File: src/hw/rtl/ittp_pkg.sv
// Shared types, constants and the precedence function for the infix to postfix converter.
// Used by ittp_stack, ittp_prec_cmp and infix_to_postfix_converter. No dependencies.
`timescale 1ns / 1ps
`default_nettype none

package ittp_pkg;

    localparam int STACK_DEPTH  = 32;
    localparam int OPERAND_BITS = 32;

    localparam int CNT_W   = $clog2(STACK_DEPTH + 1);
    localparam int IDX_W   = $clog2(STACK_DEPTH);
    localparam int TAG_W   = 32;
    localparam int OPC_W   = 3;
    localparam int ACT_W   = 2;
    localparam int KIND_W  = 2;
    localparam int FAULT_W = 2;

    localparam int IN_TDATA_W  = ((TAG_W + OPC_W + 7) / 8) * 8;
    localparam int OUT_TDATA_W = ((TAG_W + OPC_W + FAULT_W + 7) / 8) * 8;

    localparam logic [63:0] OPERAND_MASK64 = (OPERAND_BITS >= 64) ? '1 :
                                             ((64'd1 << OPERAND_BITS) - 64'd1);
    localparam logic [TAG_W-1:0] OPERAND_MASK = OPERAND_MASK64[TAG_W-1:0];

    // operator codes
    localparam logic [OPC_W-1:0] OPC_OPEN  = 3'd0;
    localparam logic [OPC_W-1:0] OPC_CLOSE = 3'd1;
    localparam logic [OPC_W-1:0] OPC_ADD   = 3'd2;
    localparam logic [OPC_W-1:0] OPC_SUB   = 3'd3;
    localparam logic [OPC_W-1:0] OPC_MUL   = 3'd4;
    localparam logic [OPC_W-1:0] OPC_DIV   = 3'd5;

    // token actions
    localparam logic [ACT_W-1:0] ACT_OPERAND  = 2'd0;
    localparam logic [ACT_W-1:0] ACT_OPERATOR = 2'd1;
    localparam logic [ACT_W-1:0] ACT_END      = 2'd2;

    // result kinds
    localparam logic [KIND_W-1:0] KIND_OPERAND  = 2'd0;
    localparam logic [KIND_W-1:0] KIND_OPERATOR = 2'd1;
    localparam logic [KIND_W-1:0] KIND_MARKER   = 2'd2;

    // fault codes
    localparam logic [FAULT_W-1:0] FAULT_NONE     = 2'd0;
    localparam logic [FAULT_W-1:0] FAULT_CLOSE    = 2'd1;
    localparam logic [FAULT_W-1:0] FAULT_OVERFLOW = 2'd2;
    localparam logic [FAULT_W-1:0] FAULT_OPEN     = 2'd3;

    typedef enum logic [1:0] {
        ST_IDLE,
        ST_OPERAND,
        ST_POP,
        ST_FLUSH
    } t_state;

    typedef enum logic [1:0] {
        CMP_PRIO,
        CMP_CLOSE,
        CMP_FLUSH
    } t_cmp_mode;

    typedef struct packed {
        logic             push;
        logic             pop;
        logic [OPC_W-1:0] code;
    } t_stack_ctl;

    function automatic logic [1:0] prec(input logic [OPC_W-1:0] code);
        logic [1:0] p;
        case (code)
            OPC_OPEN:          p = 2'd1;
            OPC_ADD, OPC_SUB:  p = 2'd2;
            OPC_MUL, OPC_DIV:  p = 2'd3;
            default:           p = 2'd0;
        endcase
        return p;
    endfunction

endpackage

`default_nettype wire

File: src/hw/rtl/ittp_stack.sv
// Operator stack: register file of operator codes with a fill count.
// Depends on ittp_pkg.
`timescale 1ns / 1ps
`default_nettype none

module ittp_stack (
    input  logic                          i_clk,
    input  logic                          i_rst_n,
    input  ittp_pkg::t_stack_ctl          i_ctl,
    output logic [ittp_pkg::OPC_W-1:0]    o_top,
    output logic [ittp_pkg::CNT_W-1:0]    o_count
);
    import ittp_pkg::*;

    logic [OPC_W-1:0] r_mem [STACK_DEPTH];
    logic [CNT_W-1:0] r_count;
    logic [CNT_W-1:0] n_count;
    logic [CNT_W-1:0] top_pos;
    logic [IDX_W-1:0] wr_idx;
    logic [IDX_W-1:0] rd_idx;
    logic             full;

    assign full    = (r_count == CNT_W'(STACK_DEPTH));
    assign top_pos = r_count - CNT_W'(1);
    assign wr_idx  = r_count[IDX_W-1:0];
    assign rd_idx  = top_pos[IDX_W-1:0];

    always_comb begin
        n_count = r_count;
        if (i_ctl.push && !full) begin
            n_count = r_count + CNT_W'(1);
        end else if (i_ctl.pop && (r_count != '0)) begin
            n_count = top_pos;
        end
    end

    always_ff @(posedge i_clk) begin
        if (!i_rst_n) begin
            r_count <= '0;
        end else begin
            r_count <= n_count;
        end
    end

    always_ff @(posedge i_clk) begin
        if (i_ctl.push && !full) begin
            r_mem[wr_idx] <= i_ctl.code;
        end
    end

    assign o_top   = r_mem[rd_idx];
    assign o_count = r_count;

endmodule

`default_nettype wire

File: src/hw/rtl/ittp_prec_cmp.sv
// Shared pop decision unit: compares the stack top against the pending token.
// Depends on ittp_pkg.
`timescale 1ns / 1ps
`default_nettype none

module ittp_prec_cmp (
    input  ittp_pkg::t_cmp_mode          i_mode,
    input  logic                         i_nonempty,
    input  logic [ittp_pkg::OPC_W-1:0]   i_top,
    input  logic [ittp_pkg::OPC_W-1:0]   i_op,
    output logic                         o_pop
);
    import ittp_pkg::*;

    always_comb begin
        case (i_mode)
            // an open paren never pops anything
            CMP_PRIO:  o_pop = i_nonempty && (i_op != OPC_OPEN) &&
                               (prec(i_top) >= prec(i_op));
            CMP_CLOSE: o_pop = i_nonempty && (i_top != OPC_OPEN);
            CMP_FLUSH: o_pop = i_nonempty;
            default:   o_pop = 1'b0;
        endcase
    end

endmodule

`default_nettype wire

File: src/hw/rtl/infix_to_postfix_converter.sv
// Shunting-yard infix to postfix converter, top level with the token sequencer.
// Depends on ittp_pkg, ittp_stack and ittp_prec_cmp.
//
// Usage:
//   The slave channel takes one infix token per transfer: tuser holds the action
//   (operand, operator, end), tdata the operand tag and operator code. The master
//   channel gives postfix tokens and the end marker; tlast flags the final result
//   caused by one input token, tuser holds the result kind.
//   o_s_axis_tready is high only while the sequencer is idle; one token is worked
//   on at a time, one stack decision per cycle through a single compare unit
//   unless a result waits on a stalled receiver. Invalid tokens (unknown action,
//   or operator code above divide) give no result and leave the sequencer idle.
//   An operand result goes through the operand state, a popped operator first
//   through the pending register; an end mark first drops unmatched open parens
//   on top of the stack before its first result.
//   A single output register parts the two sides; on a receiver stall the
//   sequencer holds once a result waits there, which stretches the token in work.
//   Synchronous active-low reset empties the stack, clears the recorded fault
//   and the output valid; stack entries keep no reset value.
`timescale 1ns / 1ps
`default_nettype none

module infix_to_postfix_converter (
    input  logic                                  i_clk,
    input  logic                                  i_rst_n,
    input  logic                                  i_s_axis_tvalid,
    output logic                                  o_s_axis_tready,
    // [31:0] operand_tag, [34:32] op_code, rest zero
    input  logic [ittp_pkg::IN_TDATA_W-1:0]       i_s_axis_tdata,
    // [1:0] action
    input  logic [ittp_pkg::ACT_W-1:0]            i_s_axis_tuser,
    output logic                                  o_m_axis_tvalid,
    input  logic                                  i_m_axis_tready,
    // [31:0] out_operand, [34:32] out_op, [36:35] fault, rest zero
    output logic [ittp_pkg::OUT_TDATA_W-1:0]      o_m_axis_tdata,
    // [1:0] kind
    output logic [ittp_pkg::KIND_W-1:0]           o_m_axis_tuser,
    output logic                                  o_m_axis_tlast
);
    import ittp_pkg::*;

    t_state             r_state;
    t_state             n_state;

    logic [ACT_W-1:0]   r_action;
    logic [OPC_W-1:0]   r_op;
    logic [TAG_W-1:0]   r_tag;

    logic               r_pend_v;
    logic [OPC_W-1:0]   r_pend_code;
    logic [FAULT_W-1:0] r_sticky;

    logic               r_out_valid;
    logic [KIND_W-1:0]  r_out_kind;
    logic [TAG_W-1:0]   r_out_operand;
    logic [OPC_W-1:0]   r_out_op;
    logic [FAULT_W-1:0] r_out_fault;
    logic               r_out_last;

    logic               s_accept;
    logic               out_free;
    logic               nonempty;
    logic               full;
    logic               pop_req;
    t_cmp_mode          cmp_mode;
    t_stack_ctl         stk_ctl;
    logic [OPC_W-1:0]   top_code;
    logic [CNT_W-1:0]   stk_count;

    logic               emit;
    logic [KIND_W-1:0]  e_kind;
    logic [TAG_W-1:0]   e_operand;
    logic [OPC_W-1:0]   e_op;
    logic [FAULT_W-1:0] e_fault;
    logic               e_last;
    logic               pend_load;
    logic               pend_clear;
    logic               fault_note;
    logic [FAULT_W-1:0] fault_code;
    logic               fault_clear;

    assign o_s_axis_tready = (r_state == ST_IDLE);
    assign s_accept        = i_s_axis_tvalid && o_s_axis_tready;
    assign out_free        = !r_out_valid || i_m_axis_tready;
    assign nonempty        = (stk_count != '0);
    assign full            = (stk_count == CNT_W'(STACK_DEPTH));

    always_comb begin
        if (r_state == ST_FLUSH) begin
            cmp_mode = CMP_FLUSH;
        end else if (r_op == OPC_CLOSE) begin
            cmp_mode = CMP_CLOSE;
        end else begin
            cmp_mode = CMP_PRIO;
        end
    end

    ittp_stack u_stack (
        .i_clk   (i_clk),
        .i_rst_n (i_rst_n),
        .i_ctl   (stk_ctl),
        .o_top   (top_code),
        .o_count (stk_count)
    );

    ittp_prec_cmp u_cmp (
        .i_mode     (cmp_mode),
        .i_nonempty (nonempty),
        .i_top      (top_code),
        .i_op       (r_op),
        .o_pop      (pop_req)
    );

    // next state
    always_comb begin
        n_state = r_state;
        case (r_state)
            ST_IDLE: begin
                if (s_accept) begin
                    case (i_s_axis_tuser)
                        ACT_OPERAND:  n_state = ST_OPERAND;
                        ACT_OPERATOR: begin
                            if (i_s_axis_tdata[TAG_W +: OPC_W] <= OPC_DIV) begin
                                n_state = ST_POP;
                            end
                        end
                        ACT_END:      n_state = ST_FLUSH;
                        default:      n_state = ST_IDLE;
                    endcase
                end
            end
            ST_OPERAND: begin
                if (out_free) begin
                    n_state = ST_IDLE;
                end
            end
            ST_POP: begin
                if (!pop_req && (!r_pend_v || out_free)) begin
                    n_state = ST_IDLE;
                end
            end
            ST_FLUSH: begin
                if (!nonempty && out_free) begin
                    n_state = ST_IDLE;
                end
            end
            default: n_state = ST_IDLE;
        endcase
    end

    // sequencer outputs
    always_comb begin
        stk_ctl     = '0;
        emit        = 1'b0;
        e_kind      = KIND_OPERATOR;
        e_operand   = '0;
        e_op        = '0;
        e_fault     = FAULT_NONE;
        e_last      = 1'b0;
        pend_load   = 1'b0;
        pend_clear  = 1'b0;
        fault_note  = 1'b0;
        fault_code  = FAULT_NONE;
        fault_clear = 1'b0;
        case (r_state)
            ST_OPERAND: begin
                if (out_free) begin
                    emit      = 1'b1;
                    e_kind    = KIND_OPERAND;
                    e_operand = r_tag;
                    e_last    = 1'b1;
                end
            end
            ST_POP: begin
                // hold each popped code one step so the final one gets tlast
                if (!r_pend_v || out_free) begin
                    if (r_pend_v) begin
                        emit   = 1'b1;
                        e_op   = r_pend_code;
                        e_last = !pop_req;
                    end
                    if (pop_req) begin
                        pend_load   = 1'b1;
                        stk_ctl.pop = 1'b1;
                    end else begin
                        pend_clear = 1'b1;
                        if (r_op == OPC_CLOSE) begin
                            if (nonempty) begin
                                stk_ctl.pop = 1'b1;
                            end else begin
                                fault_note = 1'b1;
                                fault_code = FAULT_CLOSE;
                            end
                        end else if (full) begin
                            fault_note = 1'b1;
                            fault_code = FAULT_OVERFLOW;
                        end else begin
                            stk_ctl.push = 1'b1;
                            stk_ctl.code = r_op;
                        end
                    end
                end
            end
            ST_FLUSH: begin
                if (pop_req) begin
                    if (top_code == OPC_OPEN) begin
                        // drop an unmatched open paren
                        stk_ctl.pop = 1'b1;
                        fault_note  = 1'b1;
                        fault_code  = FAULT_OPEN;
                    end else if (out_free) begin
                        emit        = 1'b1;
                        e_op        = top_code;
                        stk_ctl.pop = 1'b1;
                    end
                end else if (out_free) begin
                    emit        = 1'b1;
                    e_kind      = KIND_MARKER;
                    e_fault     = r_sticky;
                    e_last      = 1'b1;
                    fault_clear = 1'b1;
                end
            end
            default: begin
                emit = 1'b0;
            end
        endcase
    end

    always_ff @(posedge i_clk) begin
        if (!i_rst_n) begin
            r_state     <= ST_IDLE;
            r_pend_v    <= 1'b0;
            r_sticky    <= FAULT_NONE;
            r_out_valid <= 1'b0;
        end else begin
            r_state <= n_state;
            if (pend_load) begin
                r_pend_v <= 1'b1;
            end else if (pend_clear) begin
                r_pend_v <= 1'b0;
            end
            if (fault_clear) begin
                r_sticky <= FAULT_NONE;
            end else if (fault_note && (r_sticky == FAULT_NONE)) begin
                r_sticky <= fault_code;
            end
            if (emit) begin
                r_out_valid <= 1'b1;
            end else if (i_m_axis_tready) begin
                r_out_valid <= 1'b0;
            end
        end
    end

    always_ff @(posedge i_clk) begin
        if (s_accept) begin
            r_action <= i_s_axis_tuser;
            r_op     <= i_s_axis_tdata[TAG_W +: OPC_W];
            r_tag    <= i_s_axis_tdata[TAG_W-1:0] & OPERAND_MASK;
        end
        if (pend_load) begin
            r_pend_code <= top_code;
        end
        if (emit) begin
            r_out_kind    <= e_kind;
            r_out_operand <= e_operand;
            r_out_op      <= e_op;
            r_out_fault   <= e_fault;
            r_out_last    <= e_last;
        end
    end

    assign o_m_axis_tvalid = r_out_valid;
    assign o_m_axis_tuser  = r_out_kind;
    assign o_m_axis_tlast  = r_out_last;
    assign o_m_axis_tdata  = {(OUT_TDATA_W - TAG_W - OPC_W - FAULT_W)'(0),
                              r_out_fault, r_out_op, r_out_operand};

    a_pend_in_pop: assert property (@(posedge i_clk) disable iff (!i_rst_n)
        r_pend_v |-> (r_state == ST_POP))
        else $error("pending pop held outside the pop loop");

    a_marker_last: assert property (@(posedge i_clk) disable iff (!i_rst_n)
        (r_out_valid && (r_out_kind == KIND_MARKER)) |-> r_out_last)
        else $error("end marker without tlast");

    a_count_bound: assert property (@(posedge i_clk) disable iff (!i_rst_n)
        stk_count <= CNT_W'(STACK_DEPTH))
        else $error("stack count beyond depth");

    a_sticky_clear: assert property (@(posedge i_clk) disable iff (!i_rst_n)
        (emit && (e_kind == KIND_MARKER)) |=> (r_sticky == FAULT_NONE))
        else $error("fault not cleared after end marker");

    a_operand_action: assert property (@(posedge i_clk) disable iff (!i_rst_n)
        (r_state == ST_OPERAND) |-> (r_action == ACT_OPERAND))
        else $error("operand state entered for a non-operand token");

endmodule

`default_nettype wire

File: config.mk
export PLATFORM = sky130hd
export DESIGN_NAME = infix_to_postfix_converter
export DESIGN_NICKNAME = d
export VERILOG_FILES = /design/src/hw/rtl/ittp_pkg.sv /design/src/hw/rtl/ittp_stack.sv /design/src/hw/rtl/ittp_prec_cmp.sv /design/src/hw/rtl/infix_to_postfix_converter.sv
export SDC_FILE = /design/constraint.sdc
export NUM_CORES = 1
export LEC_CHECK = 0
export BUFFER_PORTS_ARGS = -buffer_cell sky130_fd_sc_hd__buf_4
export CAP_MARGIN = 25
export CORE_ASPECT_RATIO = 2
export CORE_MARGIN = 1.5
export CORE_UTILIZATION = 60
export CTS_BUF_LIST = sky130_fd_sc_hd__clkbuf_4
export DETAILED_ROUTE_END_ITERATION = 8
export GPL_TIMING_DRIVEN = 0
export HOLD_SLACK_MARGIN = 0.06
export PLACE_DENSITY = 0.82
export SKIP_LAST_GASP = 1
export SYNTH_ARGS = -nofsm -noshare
export SYNTH_HDL_FRONTEND = slang
export SYNTH_SLANG_ARGS = --single-unit
File: constraint.sdc
create_clock -name i_clk -period 6 [get_ports i_clk]
set_clock_uncertainty 0.15 [all_clocks]
set_input_delay 1.2 -clock i_clk [delete_from_list [all_inputs] [get_ports i_clk]]
set_output_delay 1.2 -clock i_clk [all_outputs]
set_load 0.05 [all_outputs]
* After elaboration in Yosys (flattened, before gate mapping)
Memory sizes are Yosys's and may differ from the RTL's. Index checks and enable logic that the tools add are counted.
Cells by class: $lt $le $gt $ge 2, add/sub/neg operators 2, reduce and logical (&&, ||, !) cells 36, mux-type cells 80, bitwise gates (word level) 3, eq/ne operators 22
Operators by type and width (count):
- $mux W1 | 40
- $mux W2 | 16
- $mux W3 | 9
- $pmux W2 S3 | 3
- $eq A3 B2 Y1 const B | 4
- $eq A3 B3 Y1 const B | 4
- $mux W6 | 2
- $reduce_or A2 Y1 | 5
- $logic_and A1 B1 Y1 | 9
- $pmux W1 S3 | 3
- $eq A2 B2 Y1 const B | 4
- $logic_not A2 Y1 | 4
- $pmux W2 S2 | 2
- $pmux W2 S4 | 1
- $add A6 B1 Y6 const B | 1
- $eq A2 B1 Y1 const B | 3
- $eq A6 B6 Y1 const B | 1
- $logic_not A3 Y1 | 2
- $pmux W3 S2 | 1
- $reduce_bool A2 Y1 | 3
- $reduce_bool A3 Y1 | 2
- $reduce_bool A6 Y1 | 1
- $sub A6 B1 Y6 const B | 1
- $logic_not A1 Y1 | 5
- other kinds (13) | 19
Word-level totals: logic and storage cells 159, bits in registers 90, output and inout bits 45, memory bits (writable) 96, memories 1
Memories:
- u_stack.r_mem | depth 32, bits a word 3, read ports 1, clocked after memory_dff 0, write ports 1, RTL line ittp_stack.sv:15 | logic [OPC_W-1:0] r_mem [STACK_DEPTH];

* Depth between registers and ports, before layout
Gate-level depths: netlist of the first run. An unclocked memory read counts as a cell.
depth after elaboration 15, depth in mapped cells 21, depth with buffers taken out 16

* Hierarchy
From an unflattened synthesis of the first run, not the netlist that was laid out.
Second synthesis, totals: cells, all modules 497, area, all modules 7827.5 um^2
By module, submodules not included:
- ittp_stack | instances 1, area each 4491.8 um^2, cells each 276
- infix_to_postfix_converter | instances 1, area each 3204.3 um^2, cells each 204
- ittp_prec_cmp | instances 1, area each 131.4 um^2, cells each 17

* Least setup slack after synthesis of the first run
OpenSTA, ideal clock, no wires.
kind register to register, from reg u_stack.r_count[0], in the netlist u_stack.o_count[0], to reg r_out_last, in the netlist o_m_axis_tlast (enable), clock period less this slack 4424 ps, required time 5413 ps, buffers on the path 4, data arrival time 3836 ps, cell stages (with the launch flop) 14, slack 1576 ps, setup time 437 ps, path through dfxtp_1 -> buf_6 -> buf_4 -> inv_1 -> ha_1 -> buf_2 -> buf_2 -> mux4_2 -> mux2i_1 -> o21ai_0 -> nand4_2 -> nand4_1 -> a21oi_1 -> nor2_1
On the way: word-level cells in the longest chain between the ends 11
Ends and longest elaborated chain:
- from (decl) | RTL line ittp_stack.sv:16 | logic [CNT_W-1:0] r_count;
- from (signal assigned) | RTL line ittp_stack.sv:41 | r_count <= n_count;
- $sub A6 B1 Y6 | RTL line ittp_stack.sv:24 | assign top_pos = r_count - CNT_W'(1);
- $mem_v2 Z32 W3
- $eq A3 B3 Y1 or $eq A3 B2 Y1 (tied branches) | RTL line ittp_pkg.sv:71 | case (code)
- $reduce_or A2 Y1 | RTL line ittp_pkg.sv:71
- $pmux W2 S3 | RTL line ittp_pkg.sv:71
- $mux W2 | RTL line ittp_prec_cmp.sv:16 | case (i_mode)
- $ge A2 B2 Y1 | RTL line ittp_prec_cmp.sv:19 | (prec(i_top) >= prec(i_op));
- $logic_and A1 B1 Y1 | RTL line ittp_prec_cmp.sv:18 | CMP_PRIO: o_pop = i_nonempty && (i_op != OPC_OPEN) &&
- $pmux W1 S3 | RTL line ittp_prec_cmp.sv:16
- $mux W1 (*) | RTL line infix_to_postfix_converter.sv:205 | if (pop_req) begin
- $pmux W1 S3 (*) | RTL line infix_to_postfix_converter.sv:165 | case (r_state)
- named net emit | RTL line infix_to_postfix_converter.sv:70 | logic emit;
- to (signal assigned) | RTL line infix_to_postfix_converter.sv:270 | r_out_last <= e_last;
- to (decl) | RTL line infix_to_postfix_converter.sv:58 | logic r_out_last;
Mark *: on every way through the listed nets, which the timed path passes. The rest lies on a longest branch. The select of a mux whose other input is x is not followed. A chain may end at the register's enable or synchronous reset.

* Worst setup path in the final report of the first run
from reg u_stack.r_count[0], in the netlist u_stack.o_count[0], to mem u_stack.r_mem[1][0] (enable)
On the way: word-level cells in the longest chain between the ends 15
Ends and longest elaborated chain:
- $sub A6 B1 Y6 (*) | RTL line ittp_stack.sv:24
- $mem_v2 Z32 W3 (*)
- named net top_code[2] | RTL line infix_to_postfix_converter.sv:67 | logic [OPC_W-1:0] top_code;
- $eq A3 B3 Y1 or $eq A3 B2 Y1 (tied branches) | RTL line ittp_pkg.sv:71
- $reduce_or A2 Y1 | RTL line ittp_pkg.sv:71
- $pmux W2 S3 | RTL line ittp_pkg.sv:71
- $mux W2 | RTL line ittp_prec_cmp.sv:16
- $ge A2 B2 Y1 | RTL line ittp_prec_cmp.sv:19
- $logic_and A1 B1 Y1 | RTL line ittp_prec_cmp.sv:18
- $pmux W1 S3 (*) | RTL line ittp_prec_cmp.sv:16
- $mux W1 (*) | RTL line infix_to_postfix_converter.sv:182 | if (pop_req) begin
- $mux W5 (*) | RTL line infix_to_postfix_converter.sv:176 | if (!r_pend_v || out_free) begin
- $mux W1 (*) | RTL line infix_to_postfix_converter.sv:165
- $logic_and A1 B1 Y1 (*) | RTL line ittp_stack.sv:46 | if (i_ctl.push && !full) begin
- $mux W1 (*) | RTL line ittp_stack.sv:46
- $mux W1 (implied by the code) (*) | RTL line ittp_stack.sv:47 | r_mem[wr_idx] <= i_ctl.code;
- to (decl) | RTL line ittp_stack.sv:15
Marks and branches as above.

==> results of run 1 <==
metal layers:
layer | GRT usage | vias up | wire length (µm)
met4 | 0.144 | 0 | 814
met1 | 0.216 | 2251 | 4900
met3 | 0.0548 | 65 | 923
li1 | - | 2140 | -
met5 | 0 | - | 0
met2 | 0.467 | 231 | 9010
state kept, by name, summed over array words and instances (netlist names):
register / flops
r_pend_v: 1
r_pend_code: 3
r_out_op: 3
o_m_axis_tlast: 1
o_m_axis_tuser: 2
u_stack.o_count: 6
r_tag: 32
u_stack.r_mem: 96
r_op: 3
r_out_fault: 2
o_m_axis_tvalid: 1
r_out_operand: 32
r_sticky: 2
r_state: 2
kinds of logic after synthesis:
| group | share of synthesized area |
|---|---|
| muxes | 0.0875 |
| DFF | 0.703 |
| xor gates and xnor gates | 0.00547 |
| and+or+nand+nor | 0.117 |
| adders and majority gates | 0.0161 |
| buffers and inverters | 0.0261 |
| AOI/OAI and AO/OA | 0.0446 |
| other | 0.000482 |
layout make-up:
| cell class | count | area, µm² |
|---|---|---|
| diodes | 1 | 2.50 |
| plain buffers | 26 | 150 |
| clock buffers | 18 | 135 |
| clock inverters | 12 | 111 |
| fillers | 859 | 3660 |
| inverters | 14 | 52.6 |
| multi-input cells | 279 | 2130 |
| flip-flops and latches | 186 | 5470 |
| well taps | 150 | 188 |
| repair buffers | 86 | 733 |
final timing paths:
kind	from	endpoint	slack, ps
hold / removal	r_sticky[0]	r_sticky[0]	350
setup reg to reg	u_stack.o_count[0]	u_stack.r_mem[1][0]	270
hold reg to reg	r_sticky[0]	r_sticky[0]	350
setup / recovery	u_stack.o_count[0]	u_stack.r_mem[1][0]	270
placed cells by master, fill, tap and decap left out, types with 3 or more instances in the layout:
| cell type | count |
|---|---|
| inv_6 | 3 |
| nand4_1 | 9 |
| mux4_2 | 24 |
| nor3b_1 | 4 |
| buf_4 | 85 |
| clkbuf_4 | 18 |
| conb_1 | 3 |
| edfxtp_1 | 174 |
| dfxtp_1 | 12 |
| inv_8 | 4 |
| mux2i_1 | 14 |
| inv_1 | 11 |
| nand4_2 | 3 |
| a21oi_1 | 13 |
| clkbuf_1 | 12 |
| nor3_1 | 3 |
| o31ai_1 | 3 |
| ha_1 | 10 |
| or3_1 | 4 |
| nand3b_1 | 4 |
| and2_1 | 36 |
| nand2_1 | 23 |
| buf_6 | 4 |
| o211ai_1 | 4 |
| and3_1 | 3 |
| nand3_1 | 9 |
| nand2b_1 | 6 |
| buf_16 | 4 |
| clkinvlp_4 | 3 |
| o21ai_1 | 6 |
| nor2_1 | 45 |
| o21ai_0 | 15 |
| xnor2_1 | 3 |
| nor2b_1 | 4 |
| buf_2 | 6 |
critical path, delay by kind of cell, from the launching register on:
| kind | cells | cell delay (ps) |
|---|---|---|
| flip-flops | 1 | 430 |
| buffers and inverters | 7 | 1540 |
| AND/OR/NAND/NOR | 5 | 1290 |
| multiplexers | 2 | 640 |
| AO/OA/AOI/OAI | 4 | 840 |
| adder cells (fa/ha/maj) | 2 | 530 |
through the flow:
| stage | instances | power (µW) | hold WS, ps | setup slack, ps |
|---|---|---|---|---|
| 4_1_cts | 768 | 3490 | 342 | 127 |
| 2_1_floorplan | 505 | 2520 | 296 | 1580 |
| 6_report | 772 | 3520 | 346 | 270 |
| 3_3_place_gp | 736 | 2830 | 311 | 295 |
| 5_1_grt | 772 | 3670 | 375 | -34.0 |
| 3_5_place_dp | 738 | 2890 | 322 | 177 |
power by group through the flow:
| stage | Sequential, µW | Clock (µW) | Combinational, µW |
|---|---|---|---|
| after floorplan | 1730 | 0 | 782 |
| after global placement | 1640 | 0 | 1190 |
| after detailed placement | 1650 | 0 | 1240 |
| after CTS | 1620 | 625 | 1250 |
| after global routing | 1630 | 668 | 1380 |
| final | 1620 | 617 | 1290 |
timing repair:
item,in CTS,in global routing
endpoints found under the setup margin,0,24
resized for setup,0,2
buffers inserted,0,0
==> metrics, run 1 <==
status=finished, final reports clean; Worst-path clk slew=160 ps; # rows=58; crit path launch type=flip-flop; power share of the clock group=0.175; H-Tree Depth=4; Comb power frac=0.366; WP data required=6110 ps; P&R area growth vs syn=15.3%; drt first pass iters=7; Post-synth top flop=edfxtp_1; Die Width=83.5 µm; max cap viols=0; Min-Delay Path Depth=2; drc violations=0; vias in the first global route=4931; first-pass GRT wire length=24.1 mm; Synth area leaders=edfxtp_1 67%, mux4_2 6.9%, dfxtp_1 3.1%; Mapped Area=0.00778 mm²; switching pwr=1320 µW; sequential fraction of the synthesis area=0.703; I/O Buffers=81; DRT Wirelength=15.6 mm; FF-to-FF path depth=20; area share of the largest cell type after synthesis=0.672; Post-CTS Hold Buffers=0; setup violators final=0; Fin Setup TNS=0 ps; clk buf depth=2; top-count cell post-synth=edfxtp_1; syn_area_per_cell=15.5 µm²; grt ovf=0; CTS Sinks=186; Post-DRT Antenna Nets=0; Ys Warns=0; area leader, netlist=edfxtp_1; Crit path largest cell delay=430 ps; Final Cell Area=0.00897 mm²; FMAX=0.175 GHz; crit-path cells=buf_6 -> buf_4 -> inv_1 -> ha_1 -> buf_2 -> buf_2 -> mux4_2 -> mux2i_1 -> nand2_1 -> nand4_2 -> inv_2 -> o21ai_0 -> ha_1 -> nand2b_1 -> a21oi_1 -> o211ai_1 -> a21oi_1 -> clkbuf_1 -> nand2_1 -> nor2_1; CTS tree=built; Switching Share=0.374; dpl cell area=0.00864 mm²; Static Leak=0.00311 µW; share of cells above drive strength 1=0.272; Ports=91; Hold Vio Cnt, Final=0; Die H=164 µm; Total GRT Usage=0.239; gpl congestion=0.950; clock root buffer=clkbuf_4; Synth async-reset ratio=0; Slew HR=0.427; post-DP HPWL=11.4 mm; Crit Path Max Fanout=10; synth cell count leaders=174 x edfxtp_1, 47 x nor2_1, 36 x and2_1, 24 x mux4_2, 24 x nand2_1; Seq cells post-synth=186; CP arrival=5840 ps; actual slew at the worst max-slew pin=860 ps; final core occ=0.710; critical setup path kind=reg2reg; largest net degree at the start of global routing=33; Final period util=0.955; crit end category=flip-flop; VDD IR-drop max=0.283 mV; final slew viol count=0; EDFF count, synth=174; part of the power in registers=0.459; initial antenna violation count=1; Tmin final=5730 ps; Syn Inst Count=503; worst skew pair latency=570 ps; Initial Util=0.616; via/cell ratio=6.07; die area=0.0137 mm²; Netlist cell types=55; via count=4687; core area=0.0126 mm²; Pint=2210 µW; fin nets=666; CTS Buf Count=17; worst min-delay path class=reg2reg; routed length per instance=20.3 µm; Power Density=393 mW/mm²; slowest cell on the critical path=dfxtp_1; RSZ-0062 raised after global routing=yes; First DRT Iteration DRCs=249
Note: power is estimated with default switching activity, not from simulation.
==> run 2: changes to the inputs <==
--- a/config.mk
+++ b/config.mk
@@ -9,13 +9,13 @@
 export CAP_MARGIN = 25
 export CORE_ASPECT_RATIO = 2
 export CORE_MARGIN = 1.5
-export CORE_UTILIZATION = 60
+export CORE_UTILIZATION = 30
 export CTS_BUF_LIST = sky130_fd_sc_hd__clkbuf_4
 export DETAILED_ROUTE_END_ITERATION = 8
 export GPL_TIMING_DRIVEN = 0
 export HOLD_SLACK_MARGIN = 0.06
-export PLACE_DENSITY = 0.82
 export SKIP_LAST_GASP = 1
 export SYNTH_ARGS = -nofsm -noshare
 export SYNTH_HDL_FRONTEND = slang
+export SYNTH_HIERARCHICAL = 1
 export SYNTH_SLANG_ARGS = --single-unit
==> run 2 against run 1 <==
Utilization decreased by 34 points. Routed wire length increased by 16%. Global-route usage decreased by 9.9 points. Non-clock buffer count increased by 5. Critical path depth increased by 2. Clock-buffer cell count increased by 4. Critical path type unchanged. Largest power group unchanged.
==> metrics, run 2 <==
drc violations=0 (unchanged); Power Density=323 mW/mm² (was 393 mW/mm²); clock root buffer=clkbuf_4 (unchanged); First DRT Iteration DRCs=360 (was 249); gpl congestion=0.894 (was 0.950); Netlist cell types=60 (was 55); Die Width=117 µm (was 83.5 µm); area leader, netlist=edfxtp_1 (unchanged); # rows=83 (was 58); Post-DRT Antenna Nets=0 (unchanged); drt first pass iters=4 (was 7); Syn Inst Count=497 (was 503); via count=4586 (was 4687); Slew HR=0.373 (was 0.427); Buf+Inv Stages, Crit Path=7 (unchanged); Static Leak=0.00327 µW (was 0.00311 µW); critical setup path kind=reg2reg (unchanged); top-count cell post-synth=edfxtp_1 (unchanged); share of cells above drive strength 1=0.350 (was 0.272); clk buf depth=2 (unchanged); slack of the critical path=277 ps (was 270 ps); CP arrival=5880 ps (was 5840 ps); CTS Sinks=186 (unchanged); Seq cells post-synth=186 (unchanged); H-Tree Depth=4 (unchanged); FMAX=0.175 GHz (about the same); Tmin final=5720 ps (was 5730 ps); worst skew pair latency=600 ps (was 570 ps); Final period util=0.954 (was 0.955); biggest regs=u_stack/r_mem: 96 flops, r_out_operand: 32 flops, r_tag: 32 flops (was u_stack.r_mem: 96 flops, r_out_operand: 32 flops, r_tag: 32 flops); Ys Warns=6 (was 0); Ports=91 (unchanged); Tot Pwr=3060 µW (was 3520 µW); DRT Wirelength=18.2 mm (was 15.6 mm); Die H=231 µm (was 164 µm); I/O Buffers=82 (was 81); crit end category=flip-flop (unchanged); Crit Path Max Fanout=10 (unchanged); most frequent cells in the layout=174 x edfxtp_1, 93 x buf_4, 39 x and2_1 (was 174 x edfxtp_1, 85 x buf_4, 45 x nor2_1); worst min-delay path class=reg2reg (unchanged); number of flip-flops in the largest register=96 (unchanged); post-DP HPWL=13.8 mm (was 11.4 mm); fin nets=668 (was 666); WP data required=6150 ps (was 6110 ps); first-pass GRT wire length=27.2 mm (was 24.1 mm); dpl ws=-1280 ps (was 177 ps); commonest non-fill, non-tap cell in the layout=edfxtp_1 (unchanged); P&R area growth vs syn=21.0% (was 15.3%); final core occ=0.369 (was 0.710); die area=0.0271 mm² (was 0.0137 mm²); register area=0.00547 mm² (about the same); crit path launch type=flip-flop (unchanged); Crit path largest cell delay=430 ps (about the same); Total GRT Usage=0.139 (was 0.239); Top reg by flops=u_stack/r_mem (was u_stack.r_mem); max cap viols=0 (unchanged); final slew viol count=0 (unchanged); vias in the first global route=4826 (was 4931); CTS tree=built (unchanged); Initial Util=0.305 (was 0.616); Hold Vio Cnt, Final=0 (unchanged); Synth async-reset ratio=0 (unchanged); Worst-path clk slew=140 ps (was 160 ps); core area=0.0257 mm² (was 0.0126 mm²); status=finished, final reports clean (unchanged); Post-CTS Hold Buffers=0 (unchanged); placed insts=927 (was 738); Crit path max-delay family=buffers and inverters (unchanged); Fin Setup TNS=0 ps (unchanged); sequential fraction of the synthesis area=0.698 (was 0.703); Multi-input gate area=0.00240 mm² (was 0.00213 mm²); CTS Buf Count=17 (unchanged); synth cell count leaders=174 x edfxtp_1, 40 x and2_1, 34 x nor2_1, 24 x mux4_2, 18 x a21oi_1 (was 174 x edfxtp_1, 47 x nor2_1, 36 x and2_1, 24 x mux4_2, 24 x nand2_1); Fillers=2408 (was 859); Mapped Area=0.00783 mm² (was 0.00778 mm²); setup violators final=0 (unchanged); initial antenna violation count=1 (unchanged); routed length per instance=18.9 µm (was 20.3 µm); area share of the largest cell type after synthesis=0.668 (was 0.672); slowest cell on the critical path=dfxtp_2 (was dfxtp_1); grt ovf=0 (unchanged); largest net degree at the start of global routing=36 (was 33); actual slew at the worst max-slew pin=937 ps (was 860 ps); via/cell ratio=4.76 (was 6.07); VDD IR-drop max=0.109 mV (was 0.283 mV); RSZ-0062 raised after global routing=yes (unchanged); Synth area leaders=edfxtp_1 67%, mux4_2 6.9%, and2_1 3.2% (was edfxtp_1 67%, mux4_2 6.9%, dfxtp_1 3.1%); Post-synth top flop=edfxtp_1 (unchanged); final std cells w/o fill=963 (was 772); crit-path cells=buf_6 -> inv_1 -> ha_1 -> buf_2 -> buf_4 -> mux4_2 -> mux2_2 -> a21oi_2 -> a2111oi_4 -> buf_1 -> a21o_1 -> ha_1 -> nand2b_1 -> a21oi_1 -> o41ai_2 -> clkbuf_4 -> nor3_2 -> and3_2 -> buf_2 -> nor2b_1 -> nand2_1 -> nor2_2 (was buf_6 -> buf_4 -> inv_1 -> ha_1 -> buf_2 -> buf_2 -> mux4_2 -> mux2i_1 -> nand2_1 -> nand4_2 -> inv_2 -> o21ai_0 -> ha_1 -> nand2b_1 -> a21oi_1 -> o211ai_1 -> a21oi_1 -> clkbuf_1 -> nand2_1 -> nor2_1); EDFF count, synth=174 (unchanged); syn_area_per_cell=15.7 µm² (was 15.5 µm²)
[run 2: layout make-up]
cell class / instances / area share
Clock buffer: 22 / 0.0174
Timing Repair Buffer: 92 / 0.0754
Buffer: 25 / 0.0155
Antenna cell: 1 / 0.000264
Inverter: 14 / 0.00555
Sequential cell: 186 / 0.577
Multi-Input combinational cell: 274 / 0.254
Clock inverter: 9 / 0.00978
Tap cell: 340 / 0.0449
[run 2: logic make-up (layout without fill, tap and decap cells)]
logic type / after synthesis / after routing / share of synthesized area
other cells: 1 / 4 / 0.000479
buf+inv: 39 / 162 / 0.0233
xor+xnor: 4 / 4 / 0.00448
compound gates: 62 / 62 / 0.0571
flops: 186 / 186 / 0.698
fa+ha+maj: 12 / 12 / 0.0192
mux: 37 / 37 / 0.0868
simple gates: 156 / 156 / 0.110
[run 2: worst paths after layout]
check                      from              endpoint  slack (ps)  depth (start not counted)
max          u_stack/o_count[0]  u_stack/r_mem[17][0]         280                         22
min                    r_tag[4]      r_out_operand[4]         370                          1
max reg2reg  u_stack/o_count[0]  u_stack/r_mem[17][0]         280                         22
min reg2reg            r_tag[4]      r_out_operand[4]         370                          1
[run 2: power breakdown]
group | switching [µW] | total, µW | internal [µW]
combinational | 530 | 786 | 256
clock | 415 | 644 | 229
sequential | 36.1 | 1630 | 1590
total | 981 | 3060 | 2080
[run 2: metrics by stage]
step	instance area [µm²]	hold slack [ps]
after floorplan	7850	347
after global placement	8890	350
after detailed placement	8950	353
after CTS	9370	379
after global routing	9470	392
final	9470	373
[run 2: worst reg2reg max path: stages (launching register included)]
cell and delay, ps:
dfxtp_2 430, buf_6 200, inv_1 120, ha_1 290
buf_2 230, buf_4 250, mux4_2 340, mux2_2 300
a21oi_2 210, a2111oi_4 80, buf_1 180, a21o_1 200
ha_1 280, nand2b_1 150, a21oi_1 200, o41ai_2 90
clkbuf_4 190, nor3_2 270, and3_2 330, buf_2 270
nor2b_1 240, nand2_1 210, nor2_2 240
[run 2: metal layers]
metal / track usage / wire, µm / vias to the layer above
met3: 0.0285 / 731 / 32
li1: - / - / 2127
met4: 0.0693 / 688 / 0
met2: 0.280 / 11000 / 130
met5: 0 / 0 / -
met1: 0.123 / 5710 / 2297
[run 2: what timing repair did]
action | CTS | global route
setup endpoints to repair | 239 | 149
buffers inserted | 1 | 2
pin swaps | 1 | 1
resized for setup | 37 | 17
==> run 3: changes to the inputs <==
--- a/config.mk
+++ b/config.mk
@@ -7,10 +7,8 @@
 export LEC_CHECK = 0
 export BUFFER_PORTS_ARGS = -buffer_cell sky130_fd_sc_hd__buf_4
 export CAP_MARGIN = 25
-export CORE_ASPECT_RATIO = 2
-export CORE_MARGIN = 1.5
+export CORE_ASPECT_RATIO = 1.5
 export CORE_UTILIZATION = 30
-export CTS_BUF_LIST = sky130_fd_sc_hd__clkbuf_4
 export DETAILED_ROUTE_END_ITERATION = 8
 export GPL_TIMING_DRIVEN = 0
 export HOLD_SLACK_MARGIN = 0.06
==> run 3 against run 2 <==
Sequential power about the same. Highest routed layer unchanged. Setup slack improved by 53 ps. Routed wire length shrank 5.9%. Critical path type unchanged. Fmax is 0.94% higher. First-iteration DRC count is 47% lower. Critical path depth increased by 2. Sequential cell count is the same. Sequential share of layout area shrank 1.6 points. Register-to-register slack better by 50 ps. Via count about the same. Power increased by 12%. Largest cell class unchanged. Combinational power grew 0.9%.
==> metrics, run 3 (synthesis results as in run 2) <==
status=finished, final reports clean (unchanged); dpl cell area=0.00895 mm² (about the same); worst min-delay path class=reg2reg (unchanged); CP arrival=5840 ps (was 5880 ps); crit path launch type=flip-flop (unchanged); reg-to-reg slack, setup=330 ps (was 280 ps); Final period util=0.945 (was 0.954); core area=0.0257 mm² (about the same); H-Tree Depth=4 (unchanged); drc violations=0 (unchanged); dpl ws=-1090 ps (was -1280 ps); drt first pass iters=4 (unchanged); I/O Buffers=82 (unchanged); register area=0.00547 mm² (unchanged); Tmin final=5670 ps (was 5720 ps); # rows=72 (was 83); WP data required=6170 ps (was 6150 ps); post-DP HPWL=12.4 mm (was 13.8 mm); Total GRT Usage=0.136 (was 0.139); first-pass GRT wire length=26.8 mm (was 27.2 mm); worst skew pair latency=440 ps (was 600 ps); setup violators final=0 (unchanged); RSZ-0062 raised after global routing=no (was yes); First DRT Iteration DRCs=192 (was 360); commonest non-fill, non-tap cell in the layout=edfxtp_1 (unchanged); vias in the first global route=4862 (was 4826); Min-Delay Path Depth=1 (unchanged); biggest regs=u_stack/r_mem: 96 flops, r_out_operand: 32 flops, r_tag: 32 flops (unchanged); Power Density=352 mW/mm² (was 323 mW/mm²); via/cell ratio=4.81 (was 4.76); actual slew at the worst max-slew pin=883 ps (was 937 ps); clk buf depth=2 (unchanged); Slew HR=0.412 (was 0.373); reg2reg start=u_stack/o_count[0] (unchanged); Multi-input gate area=0.00241 mm² (was 0.00240 mm²); CP startpoint=u_stack/o_count[0] (unchanged); Top reg by flops=u_stack/r_mem (unchanged); Crit Path Max Fanout=10 (unchanged); largest net degree at the start of global routing=36 (unchanged); initial antenna violation count=0 (was 1); die area=0.0268 mm² (was 0.0271 mm²); via count=4584 (was 4586); most frequent cells in the layout=174 x edfxtp_1, 88 x buf_4, 38 x and2_1 (was 174 x edfxtp_1, 93 x buf_4, 39 x and2_1); P&R area growth vs syn=24.4% (was 21.0%); Tot Pwr=3420 µW (was 3060 µW); gpl congestion=0.864 (was 0.894); CTS Sinks=186 (unchanged); grt ovf=0 (unchanged); slack of the critical path=330 ps (was 277 ps); Worst-path clk slew=70 ps (was 140 ps); CTS tree=built (unchanged); reg2reg end=u_stack/o_count[4] (was u_stack/r_mem[17][0]); CP endpoint=u_stack/o_count[4] (was u_stack/r_mem[17][0]); routed length per instance=17.9 µm (was 18.9 µm); Post-DRT Antenna Nets=0 (unchanged); final slew viol count=0 (unchanged); DRT Wirelength=17.1 mm (was 18.2 mm); Final Cell Area=0.00974 mm² (was 0.00947 mm²); FMAX=0.176 GHz (was 0.175 GHz); Hold Vio Cnt, Final=0 (unchanged); critical setup path kind=reg2reg (unchanged); max cap viols=0 (unchanged); Ports=91 (unchanged); Die Width=134 µm (was 117 µm); number of flip-flops in the largest register=96 (unchanged); share of cells above drive strength 1=0.345 (was 0.350); diode count=0 (was 1); Fillers=2395 (was 2408); Post-CTS Hold Buffers=0 (unchanged); Die H=200 µm (was 231 µm); crit end category=flip-flop (unchanged); clock root buffer=clkbuf_16 (was clkbuf_4); Initial Util=0.305 (about the same); Static Leak=0.00337 µW (was 0.00327 µW); VDD IR-drop max=0.213 mV (was 0.109 mV); fin nets=665 (was 668); FF-to-FF path depth=24 (was 22); CTS Buf Count=17 (unchanged)
## run 3: cell types whose count changed in the layout (fill, tap and decap cells not counted), moves of 2 or more
| cell | delta |
|---|---|
| clkbuf_1 | +2 |
| a21oi_2 | -2 |
| clkinv_1 | +2 |
| nor3_4 | +4 |
| clkbuf_4 | -21 |
| clkbuf_16 | +18 |
| buf_4 | -5 |
| nor3_2 | -4 |
| nand2_1 | -3 |
| buf_8 | -2 |
| a21oi_1 | +2 |
| nand2_2 | +3 |
## run 3: how the worst min path moves through the flow
stage               startpoint                end  slack (ps)
global placement     r_tag[29]  r_out_operand[29]         350
floorplan             r_tag[0]   r_out_operand[0]         350
finish               r_tag[13]  r_out_operand[13]         370
CTS                  r_tag[29]  r_out_operand[29]         370
detailed placement    r_tag[7]   r_out_operand[7]         360
global route         r_tag[10]  r_out_operand[10]         390
## run 3: metrics by stage
stage,hold slack (ps),utilization,TNS (ps),std cells
final,365,0.379,0,953
after detailed placement,356,0.349,-141290,920
after global placement,349,0.346,-298160,914
after CTS,371,0.374,0,952
after global routing,386,0.379,0,953
after floorplan,347,-,0,499
## run 3: worst max-delay path, stage by stage, from the launching register on
cell and delay, ps:
dfxtp_2 390, buf_6 190, inv_1 120, ha_1 290
buf_2 220, buf_4 240, mux4_2 330, mux2_2 290
a21oi_1 270, a2111oi_4 100, buf_1 170, a21o_1 180
ha_1 260, nand2b_1 100, a21oi_1 80, o41ai_2 240
clkbuf_4 270, nor4b_4 260, nor2b_4 240, nor2_1 70
o31ai_1 170, inv_1 190, a221oi_4 330, a31oi_1 140
o31a_1 280
## run 3: area by class of cell
cell class | instances | share of cell area
flip-flops and latches | 186 | 0.562
inverters | 14 | 0.00540
repair buffers | 89 | 0.0731
plain buffers | 25 | 0.0150
well taps | 333 | 0.0428
multi-input cells | 274 | 0.248
clock buffers | 19 | 0.0445
clock inverters | 13 | 0.00977
## run 3: power breakdown
| part | total [µW] | internal, µW | switching (µW) |
|---|---|---|---|
| clock network | 1000 | 532 | 472 |
| registers | 1630 | 1590 | 35.3 |
| logic | 793 | 263 | 530 |
## run 3: metal layers
layer	global-route usage	wire, µm	up-vias
met2	0.246	9170	160
met4	0.0821	663	0
met3	0.0336	806	37
met5	0	0	-
li1	-	-	2121
met1	0.141	6460	2266
## run 3: repair_timing
action | in CTS | in global routing
setup endpoints to repair | 238 | 116
setup buffers | 0 | 0
gates resized for setup | 31 | 28
